--- src/design/mpfl_pkg.sv ---
package mpfl_pkg;

  // Pool geometry
  localparam int SLOT_COUNT = 16;
  localparam int ADDR_W     = $clog2(SLOT_COUNT);
  localparam int LINK_W     = $clog2(SLOT_COUNT + 1);

  // Fixed field widths
  localparam int OP_W     = 3;
  localparam int SLOT_W   = 4;
  localparam int ID_W     = 8;
  localparam int STATUS_W = 2;
  localparam int DATA_W   = 3 * ID_W;

  typedef logic [LINK_W-1:0] link_t;
  typedef logic [ADDR_W-1:0] addr_t;

  // Link value that ends a list
  localparam link_t NONE_CODE = LINK_W'(SLOT_COUNT);
  localparam link_t LAST_SLOT = LINK_W'(SLOT_COUNT - 1);

  typedef enum logic [OP_W-1:0] {
    OP_ALLOC  = 0,
    OP_FREE   = 1,
    OP_POST   = 2,
    OP_GET    = 3,
    OP_INIT   = 4,
    OP_UNINIT = 5
  } op_t;

  typedef enum logic [STATUS_W-1:0] {
    ST_OK          = 0,
    ST_POOL_EMPTY  = 1,
    ST_QUEUE_EMPTY = 2
  } status_t;

  typedef enum logic [2:0] {
    S_SWEEP,
    S_IDLE,
    S_LOAD,
    S_POST,
    S_DONE
  } state_t;

  // Write request to the link memory
  typedef struct packed {
    logic  we;
    addr_t addr;
    link_t data;
  } link_wr_t;

  // Write request to the message field memory
  typedef struct packed {
    logic              we;
    addr_t             addr;
    logic [DATA_W-1:0] data;
  } data_wr_t;

  // One result transaction
  typedef struct packed {
    status_t           status;
    logic [SLOT_W-1:0] slot;
    logic [ID_W-1:0]   sender;
    logic [ID_W-1:0]   receiver;
    logic [ID_W-1:0]   kind;
  } result_t;

  // Any link or head value at or above the slot count means an empty list
  function automatic logic is_slot(link_t v);
    return v < NONE_CODE;
  endfunction

  // Input slot field checked at its own width
  function automatic logic slot_ok(logic [SLOT_W-1:0] s);
    return int'(s) < SLOT_COUNT;
  endfunction

  function automatic addr_t to_addr(link_t v);
    return v[ADDR_W-1:0];
  endfunction

endpackage

--- src/design/mpfl_ram.sv ---
module mpfl_ram #(
  parameter int WIDTH = 8,
  parameter int DEPTH = 16
) (
  input  logic                     clk,
  input  logic                     we,
  input  logic [$clog2(DEPTH)-1:0] waddr,
  input  logic [WIDTH-1:0]         wdata,
  input  logic [$clog2(DEPTH)-1:0] raddr,
  output logic [WIDTH-1:0]         rdata
);

  logic [WIDTH-1:0] mem [DEPTH];

  always_ff @(posedge clk) begin
    if (we) begin
      mem[waddr] <= wdata;
    end
  end

  // Registered read
  always_ff @(posedge clk) begin
    rdata <= mem[raddr];
  end

endmodule

--- src/design/mpfl_out_reg.sv ---
module mpfl_out_reg (
  input  logic                                clk,
  input  logic                                rst,
  input  logic                                push,
  input  mpfl_pkg::result_t                   result,
  output logic                                out_free,
  output logic                                rsp_valid,
  input  logic                                rsp_ready,
  output logic [mpfl_pkg::STATUS_W-1:0]       status,
  output logic [mpfl_pkg::SLOT_W-1:0]         slot_out,
  output logic [mpfl_pkg::ID_W-1:0]           sender_out,
  output logic [mpfl_pkg::ID_W-1:0]           receiver_out,
  output logic [mpfl_pkg::ID_W-1:0]           kind_out
);

  logic              valid;
  mpfl_pkg::result_t held;

  // Holding register is free when empty or being drained this cycle
  assign out_free = !valid || rsp_ready;

  always_ff @(posedge clk) begin
    if (rst) begin
      valid <= 1'b0;
    end else begin
      valid <= push || (valid && !rsp_ready);
    end
  end

  always_ff @(posedge clk) begin
    if (push) begin
      held <= result;
    end
  end

  assign rsp_valid    = valid;
  assign status       = held.status;
  assign slot_out     = held.slot;
  assign sender_out   = held.sender;
  assign receiver_out = held.receiver;
  assign kind_out     = held.kind;

endmodule

--- src/design/mpfl_ctrl.sv ---
module mpfl_ctrl (
  input  logic                          clk,
  input  logic                          rst,
  // request side
  input  logic                          req_valid,
  output logic                          req_ready,
  input  logic [mpfl_pkg::OP_W-1:0]     op,
  input  logic [mpfl_pkg::ID_W-1:0]     sender_id,
  input  logic [mpfl_pkg::ID_W-1:0]     receiver_id,
  input  logic [mpfl_pkg::ID_W-1:0]     kind,
  input  logic [mpfl_pkg::SLOT_W-1:0]   slot,
  // memories
  output mpfl_pkg::link_wr_t            link_wr,
  output mpfl_pkg::data_wr_t            data_wr,
  output mpfl_pkg::addr_t               rd_addr,
  input  mpfl_pkg::link_t               link_rdata,
  input  logic [mpfl_pkg::DATA_W-1:0]   data_rdata,
  // result side
  input  logic                          out_free,
  output logic                          push,
  output mpfl_pkg::result_t             result
);

  mpfl_pkg::state_t  state, state_next;
  mpfl_pkg::link_t   free_head, free_head_next;
  mpfl_pkg::link_t   queue_head, queue_head_next;
  mpfl_pkg::link_t   queue_tail, queue_tail_next;
  mpfl_pkg::link_t   sweep_idx, sweep_idx_next;
  logic              sweep_reply, sweep_reply_next;
  mpfl_pkg::op_t     op_q, op_q_next;
  mpfl_pkg::link_t   slot_q, slot_q_next;
  mpfl_pkg::result_t res, res_next;
  mpfl_pkg::link_t   s_link;

  assign s_link = mpfl_pkg::LINK_W'(slot);
  assign result = res;

  // Next state, list heads and memory requests
  always_comb begin
    state_next       = state;
    free_head_next   = free_head;
    queue_head_next  = queue_head;
    queue_tail_next  = queue_tail;
    sweep_idx_next   = sweep_idx;
    sweep_reply_next = sweep_reply;
    op_q_next        = op_q;
    slot_q_next      = slot_q;
    res_next         = res;
    link_wr          = '0;
    data_wr          = '0;
    rd_addr          = mpfl_pkg::to_addr(queue_head);
    req_ready        = 1'b0;
    push             = 1'b0;

    unique case (state)
      // Rebuild the free list in slot order, one link per cycle
      mpfl_pkg::S_SWEEP: begin
        link_wr.we   = 1'b1;
        link_wr.addr = mpfl_pkg::to_addr(sweep_idx);
        link_wr.data = sweep_idx + 1'b1;
        if (sweep_idx == mpfl_pkg::LAST_SLOT) begin
          free_head_next   = '0;
          queue_head_next  = mpfl_pkg::NONE_CODE;
          queue_tail_next  = mpfl_pkg::NONE_CODE;
          sweep_idx_next   = '0;
          sweep_reply_next = 1'b0;
          state_next       = sweep_reply ? mpfl_pkg::S_DONE : mpfl_pkg::S_IDLE;
        end else begin
          sweep_idx_next = sweep_idx + 1'b1;
        end
      end

      // Accept a transaction and do its first memory access, if it has one
      mpfl_pkg::S_IDLE: begin
        req_ready = 1'b1;
        if (req_valid) begin
          op_q_next  = mpfl_pkg::op_t'(op);
          res_next   = '0;
          state_next = mpfl_pkg::S_DONE;
          unique case (mpfl_pkg::op_t'(op))
            mpfl_pkg::OP_ALLOC: begin
              if (mpfl_pkg::is_slot(free_head)) begin
                rd_addr      = mpfl_pkg::to_addr(free_head);
                data_wr.we   = 1'b1;
                data_wr.addr = mpfl_pkg::to_addr(free_head);
                data_wr.data = {sender_id, receiver_id, kind};
                slot_q_next  = free_head;
                state_next   = mpfl_pkg::S_LOAD;
              end else begin
                res_next.status = mpfl_pkg::ST_POOL_EMPTY;
              end
            end
            mpfl_pkg::OP_FREE: begin
              if (mpfl_pkg::slot_ok(slot)) begin
                link_wr.we     = 1'b1;
                link_wr.addr   = mpfl_pkg::to_addr(s_link);
                link_wr.data   = free_head;
                free_head_next = s_link;
              end
            end
            mpfl_pkg::OP_POST: begin
              if (mpfl_pkg::slot_ok(slot)) begin
                if (!mpfl_pkg::is_slot(queue_head)) begin
                  queue_head_next = s_link;
                end else if (mpfl_pkg::is_slot(queue_tail)) begin
                  link_wr.we   = 1'b1;
                  link_wr.addr = mpfl_pkg::to_addr(queue_tail);
                  link_wr.data = s_link;
                end
                queue_tail_next = s_link;
                slot_q_next     = s_link;
                state_next      = mpfl_pkg::S_POST;
              end
            end
            mpfl_pkg::OP_GET: begin
              if (mpfl_pkg::is_slot(queue_head)) begin
                rd_addr     = mpfl_pkg::to_addr(queue_head);
                slot_q_next = queue_head;
                state_next  = mpfl_pkg::S_LOAD;
              end else begin
                res_next.status = mpfl_pkg::ST_QUEUE_EMPTY;
              end
            end
            mpfl_pkg::OP_INIT: begin
              sweep_reply_next = 1'b1;
              sweep_idx_next   = '0;
              state_next       = mpfl_pkg::S_SWEEP;
            end
            mpfl_pkg::OP_UNINIT: begin
              free_head_next  = mpfl_pkg::NONE_CODE;
              queue_head_next = mpfl_pkg::NONE_CODE;
              queue_tail_next = mpfl_pkg::NONE_CODE;
            end
            default: begin
            end
          endcase
        end
      end

      // Link read data is back: advance the list head
      mpfl_pkg::S_LOAD: begin
        res_next        = '0;
        res_next.status = mpfl_pkg::ST_OK;
        res_next.slot   = mpfl_pkg::SLOT_W'(slot_q);
        if (op_q == mpfl_pkg::OP_GET) begin
          queue_head_next   = link_rdata;
          res_next.sender   = data_rdata[mpfl_pkg::DATA_W-1 -: mpfl_pkg::ID_W];
          res_next.receiver = data_rdata[2*mpfl_pkg::ID_W-1 -: mpfl_pkg::ID_W];
          res_next.kind     = data_rdata[mpfl_pkg::ID_W-1:0];
        end else begin
          free_head_next = link_rdata;
        end
        state_next = mpfl_pkg::S_DONE;
      end

      // Terminate the posted slot
      mpfl_pkg::S_POST: begin
        link_wr.we   = 1'b1;
        link_wr.addr = mpfl_pkg::to_addr(slot_q);
        link_wr.data = mpfl_pkg::NONE_CODE;
        state_next   = mpfl_pkg::S_DONE;
      end

      // Hand the result to the output register
      mpfl_pkg::S_DONE: begin
        if (out_free) begin
          push       = 1'b1;
          state_next = mpfl_pkg::S_IDLE;
        end
      end

      default: begin
        state_next = mpfl_pkg::S_SWEEP;
      end
    endcase
  end

  // Control registers
  always_ff @(posedge clk) begin
    if (rst) begin
      state       <= mpfl_pkg::S_SWEEP;
      free_head   <= '0;
      queue_head  <= mpfl_pkg::NONE_CODE;
      queue_tail  <= mpfl_pkg::NONE_CODE;
      sweep_idx   <= '0;
      sweep_reply <= 1'b0;
    end else begin
      state       <= state_next;
      free_head   <= free_head_next;
      queue_head  <= queue_head_next;
      queue_tail  <= queue_tail_next;
      sweep_idx   <= sweep_idx_next;
      sweep_reply <= sweep_reply_next;
    end
  end

  // Per-transaction payload
  always_ff @(posedge clk) begin
    op_q   <= op_q_next;
    slot_q <= slot_q_next;
    res    <= res_next;
  end

  // A load cycle always follows the accept cycle that issued the read
  a_load_after_accept: assert property (@(posedge clk) disable iff (rst)
    (state == mpfl_pkg::S_LOAD) |-> ($past(state) == mpfl_pkg::S_IDLE))
    else $error("load cycle without a preceding accept");

  // One transaction in flight at a time
  a_single_item: assert property (@(posedge clk) disable iff (rst)
    (req_valid && req_ready) |=> !req_ready)
    else $error("second transaction accepted while busy");

  // Get advances the queue head to the link just read
  a_get_advance: assert property (@(posedge clk) disable iff (rst)
    (state == mpfl_pkg::S_LOAD && op_q == mpfl_pkg::OP_GET)
      |=> (queue_head == $past(link_rdata)))
    else $error("queue head not advanced on get");

  // End of a sweep leaves a full free list and an empty queue
  a_sweep_end: assert property (@(posedge clk) disable iff (rst)
    (state == mpfl_pkg::S_SWEEP && sweep_idx == mpfl_pkg::LAST_SLOT)
      |=> (free_head == '0 && !mpfl_pkg::is_slot(queue_head)))
    else $error("lists not rebuilt after sweep");

endmodule

--- src/design/message_pool_free_list_queue_unit.sv ---
// Flow: an accepted transaction goes straight to done for free, uninitialize, unused codes and
//   empty-list cases, through a load state for allocate and get, a post state for post and a
//   sweep for initialize; done hands the reply to the output register when that is free.
//   Only one transaction is in flight: a new request is taken only after that hand-over.
// Reset: a sweep over every slot rebuilds the free list; req_ready stays low
//   until it finishes. Message field memory is not cleared.
module message_pool_free_list_queue_unit (
  input  logic                          clk,
  input  logic                          rst,
  input  logic                          req_valid,
  output logic                          req_ready,
  input  logic [mpfl_pkg::OP_W-1:0]     op,
  input  logic [mpfl_pkg::ID_W-1:0]     sender_id,
  input  logic [mpfl_pkg::ID_W-1:0]     receiver_id,
  input  logic [mpfl_pkg::ID_W-1:0]     kind,
  input  logic [mpfl_pkg::SLOT_W-1:0]   slot,
  output logic                          rsp_valid,
  input  logic                          rsp_ready,
  output logic [mpfl_pkg::STATUS_W-1:0] status,
  output logic [mpfl_pkg::SLOT_W-1:0]   slot_out,
  output logic [mpfl_pkg::ID_W-1:0]     sender_out,
  output logic [mpfl_pkg::ID_W-1:0]     receiver_out,
  output logic [mpfl_pkg::ID_W-1:0]     kind_out
);

  mpfl_pkg::link_wr_t          link_wr;
  mpfl_pkg::data_wr_t          data_wr;
  mpfl_pkg::addr_t             rd_addr;
  mpfl_pkg::link_t             link_rdata;
  logic [mpfl_pkg::DATA_W-1:0] data_rdata;
  logic                        out_free;
  logic                        push;
  mpfl_pkg::result_t           result;

  // Shared link store for the free list and the message queue
  mpfl_ram #(
    .WIDTH (mpfl_pkg::LINK_W),
    .DEPTH (mpfl_pkg::SLOT_COUNT)
  ) u_link_ram (
    .clk   (clk),
    .we    (link_wr.we),
    .waddr (link_wr.addr),
    .wdata (link_wr.data),
    .raddr (rd_addr),
    .rdata (link_rdata)
  );

  // Sender, receiver and kind per slot
  mpfl_ram #(
    .WIDTH (mpfl_pkg::DATA_W),
    .DEPTH (mpfl_pkg::SLOT_COUNT)
  ) u_data_ram (
    .clk   (clk),
    .we    (data_wr.we),
    .waddr (data_wr.addr),
    .wdata (data_wr.data),
    .raddr (rd_addr),
    .rdata (data_rdata)
  );

  mpfl_ctrl u_ctrl (
    .clk         (clk),
    .rst         (rst),
    .req_valid   (req_valid),
    .req_ready   (req_ready),
    .op          (op),
    .sender_id   (sender_id),
    .receiver_id (receiver_id),
    .kind        (kind),
    .slot        (slot),
    .link_wr     (link_wr),
    .data_wr     (data_wr),
    .rd_addr     (rd_addr),
    .link_rdata  (link_rdata),
    .data_rdata  (data_rdata),
    .out_free    (out_free),
    .push        (push),
    .result      (result)
  );

  mpfl_out_reg u_out_reg (
    .clk          (clk),
    .rst          (rst),
    .push         (push),
    .result       (result),
    .out_free     (out_free),
    .rsp_valid    (rsp_valid),
    .rsp_ready    (rsp_ready),
    .status       (status),
    .slot_out     (slot_out),
    .sender_out   (sender_out),
    .receiver_out (receiver_out),
    .kind_out     (kind_out)
  );

endmodule

--- config.mk ---
export PLATFORM = sky130hd
export DESIGN_NAME = message_pool_free_list_queue_unit
export DESIGN_NICKNAME = d
export VERILOG_FILES = /design/src/design/mpfl_pkg.sv /design/src/design/mpfl_ram.sv /design/src/design/mpfl_out_reg.sv /design/src/design/mpfl_ctrl.sv /design/src/design/message_pool_free_list_queue_unit.sv
export SDC_FILE = /design/constraint.sdc
export NUM_CORES = 1
export LEC_CHECK = 0
export BUFFER_PORTS_ARGS = -buffer_cell sky130_fd_sc_hd__buf_2
export CORE_ASPECT_RATIO = 0.6
export CORE_UTILIZATION = 55
export DETAILED_ROUTE_END_ITERATION = 8
export GPL_ROUTABILITY_DRIVEN = 0
export PLACE_DENSITY = 0.72
export SLEW_MARGIN = 40
export SYNTH_ARGS = -nofsm -noshare
export SYNTH_HDL_FRONTEND = slang
export SYNTH_HIERARCHICAL = 1
export SYNTH_SLANG_ARGS = --single-unit
--- constraint.sdc ---
create_clock -name clk -period 5.2 [get_ports clk]
set_clock_uncertainty 0.15 [all_clocks]
set_input_delay 0.26 -clock clk [delete_from_list [all_inputs] [get_ports clk]]
set_output_delay 0.26 -clock clk [all_outputs]
set_load 0.005 [all_outputs]
==> results.tsv <==
stage	metric	value	unit
outcome	status	finished, final reports clean	
floorplanning	core footprint	0.03952	mm^2
routing	WL final	48020	um
timing	Max-slew headroom	0.4793	
power_and_ir_drop	Lkg Pwr	7.093	nW
power_and_ir_drop	VDD IR-drop max	0.2584	mV
timing	hold_ws	0.1105	ns
layout	most frequent cells in the layout	edfxtp_1, mux4_2, buf_2	
logic_synthesis	number of synthesized flops with an enable pin	531	
power_and_ir_drop	power share of the sequential group	0.555	
logic_synthesis	Synth Cell Area	0.02235	mm^2
timing	RSZ-0062 raised after global routing	no	
grt	initial antenna violation count	1	
setup_path	Worst Setup Path Type	reg -> reg	
timing	final count of hold timing violations	0	
logic_synthesis	synthesized flop and latch total	585	
layout	Register Area	0.01703	mm^2
routing	Starting DRT DRC Count	1478	
setup_path	RR Startpoint	u_ctrl/state[0]	
routing	vias post-DR	11420	
layout	area taken by multi-input logic gates	0.005165	mm^2
clock_network	TritonCTS Buffers	51	
setup_path	Critical Path End Type	register	
clock_network	Post-CTS Setup Inserts	0	
clock_network	Sink Count	585	
power_and_ir_drop	NetSw	1.777	mW
place	HPWL Detailed	29150	um
setup_path	crit path to	u_data_ram/rdata[16]	
grt	GRT overflow	0	
timing	Setup violations, final	0	
layout	Final nets	1286	
timing	Max Fclk	238.8	MHz
logic_synthesis	Synth cell types	57	
clock_network	clock tree buffer depth	3	
setup_path	R2R Path End	u_data_ram/rdata[16]	
routing	First-pass DRT Iterations	5	
logic_synthesis	syn_area_per_cell	19.59	um^2
setup_path	CP max stage delay	0.73	ns
grt	largest net degree at the start of global routing	50	
run	Max Cap Viol	0	
layout	share of cells above drive strength 1	0.2641	
setup_path	WP data arrival	4.52	ns
power_and_ir_drop	PD cells	360.2	mW/mm^2
logic_synthesis	Primary FF master, synth	edfxtp_1	
setup_path	CP startpoint	u_ctrl/state[0]	
clock_network	Clock Root Buffer	clkbuf_16	
logic_synthesis	Ys Warns	6	
routing	Final ANT Viol Nets	0	
setup_path	worst r2r path cells	7	
routing	DR vias/cell	6.293	
layout	Fillers	2662	
power_and_ir_drop	switch share	0.1935	
setup_path	Buf+Inv Stages, Crit Path	1	
layout	Layout area overhead	14.10	%
logic_synthesis	register area share after synthesis	0.7619	
timing	Fin Setup TNS	0	ns
floorplanning	die area	0.04147	mm^2
floorplanning	Ports	67	
grt	All-Layer GR Usage	0.2372	
floorplanning	Initial Util	0.5655	
logic_synthesis	share of synthesized registers carrying an async set or reset	0	
logic_synthesis	Mapped Cells	1141	
floorplanning	Die X	262.2	um
setup_path	Setup crit start kind	register	
place	Cells after DPL	1706	
clock_network	worst skew pair latency	0.59	ns
grt	vias in the first global route	11260	
grt	first-pass GRT wire length	71670	um
power_and_ir_drop	total power draw	9.184	mW
place	number of I/O port buffers	66	
timing	Max Slew Vio Count	0	
setup_path	CP top delay family	simple AND/OR/NAND/NOR gates	
power_and_ir_drop	power share of the combinational group	0.013	
floorplanning	FP Rows	56	
layout	most common cell after layout, fill and taps aside	edfxtp_1	
setup_path	crit path max-delay cell type	dfxtp_1	
routing	WL/cell	26.47	um
clock_network	clk slew on worst S/H paths	0.07	ns
floorplanning	DIE HEIGHT	158.1	um
timing	Final Cycle Share	0.8052	
clock_network	CTS tree	done	
routing	DRC Markers	0	
worst_hold_path	worst hold path class	in -> reg	
setup_path	CP required	5.53	ns
power_and_ir_drop	clock share of power	0.432	
clock_network	htree depth	2	
setup_path	flop2flop setup slack	1.01	ns
timing	Worst Tran Pin Value	0.7759	ns
setup_path	Crit Path Max Fanout	46	
setup_path	critical path depth	7	
setup_path	critical path cell sequence	and4bb_1 > and4bb_4 > mux2_8 > buf_4 > mux4_2 > a22oi_1 > nand2_1	
timing	Final min period	4.187	ns
logic_synthesis	Post-Syn Nets	1179	
layout	Non-Filler Instances	1814	
power_and_ir_drop	Int Power	7.406	mW
==> cells in the mapped netlist, types with 3 or more instances <==
| master | count | area share |
|---|---|---|
| clkbuf_1 | 30 | 0.0050 |
| inv_1 | 8 | 0.0013 |
| o22ai_1 | 9 | 0.0025 |
| a22oi_1 | 66 | 0.022 |
| o21ai_1 | 5 | 0.0011 |
| nor2b_1 | 13 | 0.0036 |
| mux4_2 | 116 | 0.12 |
| nand3b_1 | 6 | 0.0020 |
| nand3_1 | 16 | 0.0036 |
| ha_1 | 3 | 0.0017 |
| nand2_1 | 44 | 0.0074 |
| a21oi_1 | 13 | 0.0029 |
| buf_4 | 3 | 0.0010 |
| edfxtp_1 | 531 | 0.71 |
| mux2i_1 | 7 | 0.0031 |
| o21ai_0 | 9 | 0.0020 |
| buf_2 | 18 | 0.0040 |
| a32oi_1 | 4 | 0.0016 |
| buf_6 | 7 | 0.0035 |
| mux2_1 | 9 | 0.0045 |
| nor3_1 | 13 | 0.0029 |
| nand4_1 | 4 | 0.0011 |
| dfxtp_1 | 54 | 0.048 |
| nor2_1 | 44 | 0.0074 |
| mux2_2 | 3 | 0.0015 |
| nand2b_1 | 10 | 0.0028 |
| and2_1 | 59 | 0.017 |
==> state kept, by name (all words and copies together), names as in the netlist, 8 cells and up <==
signal	count
u_data_ram/mem	384
u_ctrl/result	30
u_link_ram/mem	80
u_out_reg/receiver_out	8
u_out_reg/sender_out	8
u_out_reg/kind_out	8
u_data_ram/rdata	24
==> what timing repair did <==
action                    4_1_cts  5_1_grt
hold endpoints to repair       14        0
hold buffers                   10        0
gates resized for setup         0        0
==> layout make-up <==
class	count	share of cell area
flip-flops and latches	585	0.6677
diodes	1	0.00009814
clock inverters	35	0.01747
clock buffers	61	0.05152
repair buffers	112	0.03366
multi-input cells	489	0.2026
well taps	522	0.02561
inverters	9	0.001325
==> per-layer routing <==
metal,global-route usage,wire (um),vias to the layer above
met5,0,0,-
met4,0.05966,743,0
met3,0.04666,5021,57
met2,0.3275,20180,582
met1,0.3856,22080,5926
li1,-,-,4851
==> how the worst min path moves through the flow <==
stage / startpoint / to / slack [ns] / cells after the start
final: receiver_id[1] / u_data_ram/mem[14][9] / 0.11 / 2
after CTS: receiver_id[1] / u_data_ram/mem[14][9] / 0.10 / 2
after floorplan: rst / u_out_reg/rsp_valid / 0.17 / 1
after global placement: u_ctrl/result[0] / u_out_reg/kind_out[0] / 0.25 / 0
after detailed placement: u_ctrl/result[0] / u_out_reg/kind_out[0] / 0.25 / 0
after global routing: sender_id[3] / u_data_ram/mem[6][19] / 0.14 / 2
==> cells by family after synthesis <==
family                     count (synthesis)  share of synthesized area
DFF                                      585                     0.7619
and+or+nand+nor                          230                    0.05660
muxes                                    135                     0.1261
AOI/OAI and AO/OA                        119                    0.03785
buffers and inverters                     67                    0.01512
adders and majority gates                  3                   0.001680
xor gates and xnor gates                   2                  0.0007840
==> power groups by stage <==
stage | registers, mW | clock network (mW) | logic (mW)
after floorplan | 5.20 | 0 | 0.0572
after global placement | 5.20 | 0 | 0.106
after detailed placement | 5.20 | 0 | 0.111
after CTS | 5.10 | 4.03 | 0.117
after global routing | 5.10 | 4.20 | 0.131
final | 5.10 | 3.96 | 0.122
==> per-stage QoR <==
stage | area, um^2 | utilization | setup WS [ns]
floorplan | 22350 | - | 1.084
global placement | 23520 | 0.5951 | 1.051
detailed placement | 23600 | 0.5971 | 0.9688
CTS | 25460 | 0.6442 | 0.9794
global route | 25500 | 0.6452 | 0.6042
finish | 25500 | 0.6452 | 1.013
==> worst reg2reg max path: stages (launching register included) <==
cell	delay (ns)
dfxtp_1	0.73
and4bb_1	0.53
and4bb_4	0.68
mux2_8	0.69
buf_4	0.45
mux4_2	0.55
a22oi_1	0.24
nand2_1	0.07
Power figures use the tool's default switching activity.
